File: src/design/window_iteration_range_score_top_assert.svh
// ----------------------------------------------------------------------------
// Assertion macros for the window iteration range score block
// Clocked on clk_i, disabled while rst_ni is low; empty when NO_ASSERTIONS.
// ----------------------------------------------------------------------------
`ifndef WINDOW_ITERATION_RANGE_SCORE_TOP_ASSERT_SVH
`define WINDOW_ITERATION_RANGE_SCORE_TOP_ASSERT_SVH

`ifndef NO_ASSERTIONS
// same-cycle implication
`define WIRS_ASSERT_IMPL(lbl, ante, cons) \
  lbl: assert property (@(posedge clk_i) disable iff (!rst_ni) (ante) |-> (cons)) \
    else $error("assertion failed");
// next-cycle implication
`define WIRS_ASSERT_NEXT(lbl, ante, cons) \
  lbl: assert property (@(posedge clk_i) disable iff (!rst_ni) (ante) |=> (cons)) \
    else $error("assertion failed");
`else
`define WIRS_ASSERT_IMPL(lbl, ante, cons)
`define WIRS_ASSERT_NEXT(lbl, ante, cons)
`endif

`endif

File: src/design/wirs_pkg.sv
// ----------------------------------------------------------------------------
// wirs_pkg
// Types and constants shared by the window iteration range score block.
// ----------------------------------------------------------------------------
package wirs_pkg;

  // signed window coordinate: covers -255 .. 511
  localparam int unsigned COORD_W = 11;
  localparam int unsigned CFG_IDX_W = 2;
  localparam int unsigned CFG_DATA_W = 16;

  // configuration register indexes
  localparam logic [CFG_IDX_W-1:0] CFG_FRAME_WIDTH = 2'd0;
  localparam logic [CFG_IDX_W-1:0] CFG_FRAME_HEIGHT = 2'd1;
  localparam logic [CFG_IDX_W-1:0] CFG_ITER_LIMIT = 2'd2;

  // reset values of the configuration registers
  localparam logic [8:0] FRAME_WIDTH_RST = 9'd256;
  localparam logic [8:0] FRAME_HEIGHT_RST = 9'd256;
  localparam logic [15:0] ITER_LIMIT_RST = 16'd256;

  // item action codes
  localparam logic ACT_WRITE = 1'b0;
  localparam logic ACT_QUERY = 1'b1;

  typedef struct packed {
    logic        action;
    logic [15:0] pixel_index;
    logic [15:0] pixel_iterations;
    logic [7:0]  center_x;
    logic [7:0]  center_y;
    logic [8:0]  window_width;
    logic [8:0]  window_height;
  } in_item_t;

  typedef struct packed {
    logic [15:0] min_iterations;
    logic [15:0] max_iterations;
    logic [31:0] diversity_score;
  } out_item_t;

  // controller to datapath
  typedef struct packed {
    logic write;    // store the incoming pixel
    logic load;     // capture the clamped window bounds
    logic setup;    // start the walk counters at the window origin
    logic step;     // read one pixel and advance the walk
    logic mult;     // form the score
    logic publish;  // move the result into the output register
  } ctrl_cmd_t;

  // datapath to controller
  typedef struct packed {
    logic empty;     // clamped window holds no pixel
    logic last;      // walk is at the final pixel
    logic out_free;  // output register can take a result this cycle
  } dp_status_t;

endpackage

File: src/design/wirs_ctrl.sv
// ----------------------------------------------------------------------------
// wirs_ctrl
// Sequencer: takes items, walks a query window, publishes the result.
// ----------------------------------------------------------------------------
`include "window_iteration_range_score_top_assert.svh"

module wirs_ctrl (
  input  logic                 clk_i,
  input  logic                 rst_ni,
  input  logic                 in_valid_i,
  input  logic                 in_action_i,
  output logic                 in_stall_o,
  input  wirs_pkg::dp_status_t status_i,
  output wirs_pkg::ctrl_cmd_t  cmd_o
);
  import wirs_pkg::*;

  localparam logic [2:0] S_IDLE  = 3'd0;
  localparam logic [2:0] S_SETUP = 3'd1;
  localparam logic [2:0] S_WALK  = 3'd2;
  localparam logic [2:0] S_DRAIN = 3'd3;
  localparam logic [2:0] S_MULT  = 3'd4;
  localparam logic [2:0] S_DONE  = 3'd5;

  logic [2:0] state_q, state_d;
  logic       take;

  assign in_stall_o = (state_q != S_IDLE);
  assign take = in_valid_i && (state_q == S_IDLE);

  // next state and commands
  always_comb begin
    state_d = state_q;
    cmd_o = '0;
    case (state_q)
      S_IDLE: begin
        if (take) begin
          if (in_action_i == ACT_QUERY) begin
            cmd_o.load = 1'b1;
            state_d = S_SETUP;
          end else begin
            cmd_o.write = 1'b1;
          end
        end
      end
      S_SETUP: begin
        cmd_o.setup = 1'b1;
        state_d = status_i.empty ? S_MULT : S_WALK;
      end
      S_WALK: begin
        cmd_o.step = 1'b1;
        if (status_i.last) begin
          state_d = S_DRAIN;
        end
      end
      S_DRAIN: begin
        state_d = S_MULT;
      end
      S_MULT: begin
        cmd_o.mult = 1'b1;
        state_d = S_DONE;
      end
      S_DONE: begin
        if (status_i.out_free) begin
          cmd_o.publish = 1'b1;
          state_d = S_IDLE;
        end
      end
      default: begin
        state_d = S_IDLE;
      end
    endcase
  end

  // state register
  always_ff @(posedge clk_i or negedge rst_ni) begin
    if (!rst_ni) begin
      state_q <= S_IDLE;
    end else begin
      state_q <= state_d;
    end
  end

  `WIRS_ASSERT_NEXT(a_last_drains, (state_q == S_WALK) && status_i.last, state_q == S_DRAIN)
  `WIRS_ASSERT_NEXT(a_empty_skips, (state_q == S_SETUP) && status_i.empty, state_q == S_MULT)
  `WIRS_ASSERT_IMPL(a_publish_free, cmd_o.publish, status_i.out_free && !in_stall_o == 1'b0)

endmodule

File: config.mk
export PLATFORM = sky130hd
export DESIGN_NAME = wirs_ctrl
export DESIGN_NICKNAME = d
export VERILOG_FILES = /design/src/design/wirs_pkg.sv /design/src/design/wirs_ctrl.sv
export VERILOG_INCLUDE_DIRS = /design/src /design/src/design
export SDC_FILE = /design/constraint.sdc
export NUM_CORES = 1
export LEC_CHECK = 0
export BUFFER_PORTS_ARGS = -buffer_cell sky130_fd_sc_hd__buf_4
export CAP_MARGIN = 5
export CORE_AREA = 2 2 39 41
export CTS_BUF_LIST = sky130_fd_sc_hd__clkbuf_8
export CTS_CLUSTER_DIAMETER = 40
export DETAILED_ROUTE_END_ITERATION = 10
export DIE_AREA = 0 0 41 43
export SETUP_SLACK_MARGIN = 0.05
export SKIP_CTS_REPAIR_TIMING = 1
export SYNTH_ARGS = -nofsm -noshare
export SYNTH_HDL_FRONTEND = slang
export SYNTH_SLANG_ARGS = --single-unit
File: constraint.sdc
create_clock -name clk_i -period 1.1 [get_ports clk_i]
set_input_delay 0.055 -clock clk_i [delete_from_list [all_inputs] [get_ports clk_i]]
set_output_delay 0.055 -clock clk_i [all_outputs]
set_load 0.005 [all_outputs]
==> run metrics, run 1 <==
fmax=770 MHz; first-pass GRT wire length=897 µm; Seq cells post-synth=3; Initial Util=17.3%; Tcrit/Tclk final=118%; largest net degree at the start of global routing=10; post-synthesis net count=30; die footprint=1760 µm²; flip-flop count of the largest register after layout=3; IO buf count=13; Util after Layout=32.0%; mapped cell area=239 µm²; Iter 0 DRT Violations=0; Die Span Y=43 µm; Worst Setup End Kind=output pin; worst path arrival time=1.24 ns; biggest registers after layout=state_q x3; maximum root-to-sink buffer count=2; max-slew violations=0; Worst Path Max Fanout=5; DP HPWL=407 µm; number of fill cells in the layout=155; top routing layer used=met3; dpl cells=53; met1 WL=253 µm; diodes inserted=0; Final ANT Viol Nets=0; sequential fraction of the synthesis area=31.4%; # DRC=0; clock latency on the worst-skew pair=0.22 ns; Avg WL per Cell=9.68 µm; Reg area=76.3 µm²; most frequent cells in the layout=buf_4 (17), clkbuf_8 (3), nor3b_2 (2), dfrtp_1 (2); Rel. slew slack=87.7%; CTS tree=built; kind of critical path=reg2out; type of origin of the critical path=register; post-DR vias/cell=4.20; PD cells=2750 nW/µm²; CTS Sinks=3; initial antenna violation count=0; Max Cap Viol=0; clock root cell=clkbuf_8; Final Hold Violating Endpoints=0; Finished Layout Cells=59; via count=248; routed wire length=571 µm; Synth cell types=19; outcome=complete, but fails checks; number of global-route vias before repair=223; Syn Area/Cell=10.4 µm²; Area Growth Syn to Fin=85.3%; met3 wire len=45 µm; Pleak=0.221 nW; share of layout cells above drive strength 1=67.4%; CTS HTree Levels=1; Peak VDD IR=0.950 mV; fin nets=51; required time of the worst setup path=1.04 ns; Worst Setup Slack, final=-0.199 ns; RSZ-0062 raised after global routing=yes; GRT overflow=0; most common cell after layout, fill and taps aside=buf_4; failing checks=negative setup slack; IO Count=14; final setup vio count=9; minimum clock period=1.30 ns; cells after synthesis=23; First-pass DRT Iterations=1; total CTS buffers=3; gpl congestion=0.698; # rows=14; Worst Tran Pin Value=0.184 ns; Total GRT Usage=8.77%; Clock Skews=0.00116 ns; Multi-input gate area=164 µm²; Hold Path Class=in2reg; worst slack, placed=-0.0103 ns; Core Box Area=1380 µm²; Most flops, register=state_q; YS warnings=0; CTS clk-pin slew, worst paths=0.03 ns; Die W=41 µm; DR WL met2=272 µm
-- cells in the mapped netlist --
cell type | instances | share of area, %
a211o_1 | 1 | 3.7
a21o_1 | 1 | 3.1
a21o_2 | 1 | 3.7
a21oi_1 | 1 | 2.1
and2_1 | 1 | 2.6
and4b_1 | 1 | 4.2
and4b_2 | 1 | 4.7
and4bb_2 | 1 | 5.2
buf_2 | 1 | 2.1
buf_6 | 1 | 4.7
dfrtp_1 | 3 | 31
mux2i_1 | 1 | 4.2
nor2_1 | 2 | 3.1
nor3b_1 | 2 | 6.3
nor3b_2 | 1 | 5.2
o21ai_0 | 1 | 2.1
or2b_1 | 1 | 3.1
or3_4 | 1 | 4.7
or3b_1 | 1 | 3.7
-- worst paths after layout --
path                                   from         end  slack, ns  cells after the start
worst max-delay path             state_q[2]    cmd_o[5]      -0.20                      3
worst min-delay path            status_i[2]  state_q[1]       0.12                      3
worst max register to register   state_q[1]  state_q[1]      -0.02                      3
worst min register to register   state_q[2]  state_q[1]       0.61                      2
max in group asynchronous            rst_ni  state_q[2]       0.83                      2
min in group asynchronous            rst_ni  state_q[2]       0.17                      2
-- critical path: stages, from the launching register on --
cell     delay (ns)
dfrtp_2        0.41
or3_4          0.34
nor3b_2        0.15
buf_4          0.12
-- metal layers --
layer  track usage [%]  vias up
li1                  -      126
met1              9.77      112
met2              9.38       10
met3              4.71        0
met4              12.0        0
met5                 0        -
-- area by class of cell --
| class | instances | share of cell area, % |
|---|---|---|
| multi-input cells | 18 | 37.0 |
| repair buffers | 18 | 31.1 |
| flip-flops and latches | 3 | 17.2 |
| clock buffers | 3 | 9.32 |
| well taps | 16 | 4.52 |
| clock inverters | 1 | 0.847 |
-- power breakdown --
| group | switching, mW | total, mW | internal [mW] | leakage (nW) |
|---|---|---|---|---|
| clock | 0.0728 | 0.310 | 0.238 | 0.0269 |
| combinational | 0.276 | 0.700 | 0.424 | 0.157 |
| sequential | 0.0381 | 0.209 | 0.171 | 0.0364 |
-- metrics by stage --
step	instance area [µm²]	setup TNS [ns]	hold slack [ns]	total power, mW
floorplan	239	0	-0.241	0.583
global route	443	-1.14	0.128	1.32
finish	443	-0.692	0.120	1.22
global placement	363	-0.00934	-0.154	0.823
detailed placement	363	-0.0103	-0.153	0.824
CTS	408	-0.952	-0.384	1.15
-- kinds of logic (layout without fill, tap and decap cells) --
| kind of cell | count (synthesis) | after routing | share of synthesized area, % |
|---|---|---|---|
| flops | 3 | 3 | 31.4 |
| buf+inv | 2 | 22 | 6.80 |
| mux | 1 | 1 | 4.19 |
| compound gates | 5 | 5 | 14.7 |
| simple gates | 12 | 12 | 42.9 |
Note: power is estimated with default switching activity, not from simulation.
==> run 2: changes to the inputs <==
--- a/config.mk
+++ b/config.mk
@@ -13,6 +13,7 @@
 export CTS_CLUSTER_DIAMETER = 40
 export DETAILED_ROUTE_END_ITERATION = 10
 export DIE_AREA = 0 0 41 43
+export REMOVE_ABC_BUFFERS = 1
 export SETUP_SLACK_MARGIN = 0.05
 export SKIP_CTS_REPAIR_TIMING = 1
 export SYNTH_ARGS = -nofsm -noshare
==> run 2 against run 1 <==
The run still ends with negative setup slack left. Setup slack worse by 0.024 ns. Clock power barely moved. Register-to-register slack improved by 0.04 ns. Clock skew increased by 0.0015 ns. Final area is 4.2% higher. Sequential power is 11% higher. Clock-buffer cell count unchanged. Hold slack gained 0.0061 ns.
==> run metrics, run 2 (synthesized netlist as in run 1, its figures left out) <==
outcome=complete, but fails checks; failing checks=negative setup slack; Peak VDD IR=0.832 mV; GRT overflow=0; WP depth=3; via count=259; RSZ-0062 raised after global routing=yes; number of global-route vias before repair=223; Die W=41 µm; Initial Util=17.3%; First-pass DRT Iterations=3; share of layout cells above drive strength 1=68.9%; maximum root-to-sink buffer count=2; Total GRT Usage=7.45%; WP buf/inv=1; most frequent cells in the layout=buf_4 (18), clkbuf_8 (3), nor3b_2 (2), dfrtp_1 (2); # rows=14; Worst Tran Pin Value=0.209 ns; total CTS buffers=3; flip-flop count of the largest register after layout=3; largest net degree at the start of global routing=8; R2R Path Start=state_q[0]; type of origin of the critical path=register; Area Growth Syn to Fin=93.2%; gpl congestion=0.733; most common cell after layout, fill and taps aside=buf_4; initial antenna violation count=0; crit path from=state_q[1]; IO Count=14; clock root cell=clkbuf_8; CTS tree=built; DP HPWL=457 µm; clock power share=23.8%; Max Cap Viol=0; Die Span Y=43 µm; Avg WL per Cell=9.48 µm; Worst Setup Slack, final=-0.224 ns; Most flops, register=state_q; Finished Layout Cells=61; Worst setup endpoint=cmd_o[5]; Core Box Area=1380 µm²; Tcrit/Tclk final=120%; fin nets=53; critical path's slowest cell=dfrtp_1; CTS HTree Levels=1; Reg power frac=18.0%; Rel. slew slack=86.0%; worst path arrival time=1.27 ns; Worst R2R Setup Slack=0.02 ns; fmax=756 MHz; clock latency on the worst-skew pair=0.21 ns; Util after Layout=33.4%; CP peak stage delay=0.40 ns; dpl cells=55; Worst Setup End Kind=output pin; FF-to-FF path depth=3; diodes inserted=0; delay-heaviest family, CP=simple AND/OR/NAND/NOR gates; post-DR vias/cell=4.25; Final Hold Violating Endpoints=0; hold_ws=0.126 ns; routed wire length=578 µm; number of fill cells in the layout=157; CTS clk-pin slew, worst paths=0.03 ns; CP Cell Sequence=or3_4 > nor3b_2 > buf_4; CTS Sinks=3; biggest registers after layout=state_q x3; combinational share of power=58.2%; first-pass GRT wire length=828 µm; Net Sw Frac=31.1%; final setup vio count=7; Post-Place Cell Area=378 µm²; PD cells=2800 nW/µm²; IO buf count=13; # DRC=0; required time of the worst setup path=1.04 ns; Iter 0 DRT Violations=7; Clock Skews=0.00267 ns; Power Internal=0.892 mW; Worst Path Max Fanout=5; die footprint=1760 µm²; Final ANT Viol Nets=0; max-slew violations=0; Pleak=0.232 nW; minimum clock period=1.32 ns; reg2reg end=state_q[1]; kind of critical path=reg2out; Hold Path Class=in2reg; switching power=0.402 mW; design area=462 µm²
==> run 2: changes by cell type in the layout (fill, tap and decap cells not counted), sizes merged <==
| cell | before | now |
|---|---|---|
| buf | 17 | 19 |
==> run 2: metal layers <==
layer	up-vias	global-route usage (%)	share of wire, %
li1	131	-	-
met1	115	7.79	41
met2	13	10.9	47
met3	0	4.71	12
met4	0	4.00	0
met5	-	0	0
==> run 2: layout make-up <==
type                       count  area [µm²]  share of cell area, %
multi-input combinational     18         164                   35.5
sequential                     3        76.3                   16.5
timing repair buffer          20         156                   33.9
clock buffer                   3        41.3                   8.94
tap                           16        20.0                   4.34
clock inverter                 1        3.75                  0.813
==> run 2: worst min-delay path by stage <==
| stage | slack, ns | from | to | depth (start not counted) |
|---|---|---|---|---|
| final | 0.13 | status_i[2] | state_q[1] | 3 |
| after global routing | 0.16 | status_i[2] | state_q[1] | 3 |
| after CTS | -0.38 | rst_ni | state_q[0] | 1 |
| after detailed placement | -0.15 | rst_ni | state_q[2] | 1 |
| after global placement | -0.15 | rst_ni | state_q[2] | 1 |
| after floorplan | -0.24 | rst_ni | state_q[0] | 0 |
==> run 2: per-stage QoR <==
| stage | setup slack, ns | power [mW] | setup TNS [ns] |
|---|---|---|---|
| 2_1_floorplan | 0.0237 | 0.530 | 0 |
| 4_1_cts | -0.264 | 1.20 | -1.09 |
| 6_report | -0.224 | 1.29 | -0.894 |
| 3_3_place_gp | -0.0201 | 0.875 | -0.0201 |
| 5_1_grt | -0.285 | 1.41 | -1.34 |
| 3_5_place_dp | -0.0301 | 0.884 | -0.0301 |
==> run 2: tightest hold or removal path: stages <==
cell and delay, ns:
buf_4 0.08, or3b_1 0.11, a21oi_2 0.05
==> run 2: power groups by stage <==
stage                     logic [mW]  registers (mW)  clock network [mW]
after floorplan                0.274           0.256                   0
after global placement         0.646           0.229                   0
after detailed placement       0.652           0.231                   0
after CTS                      0.654           0.232               0.316
after global routing           0.827           0.246               0.333
final                          0.753           0.233               0.308
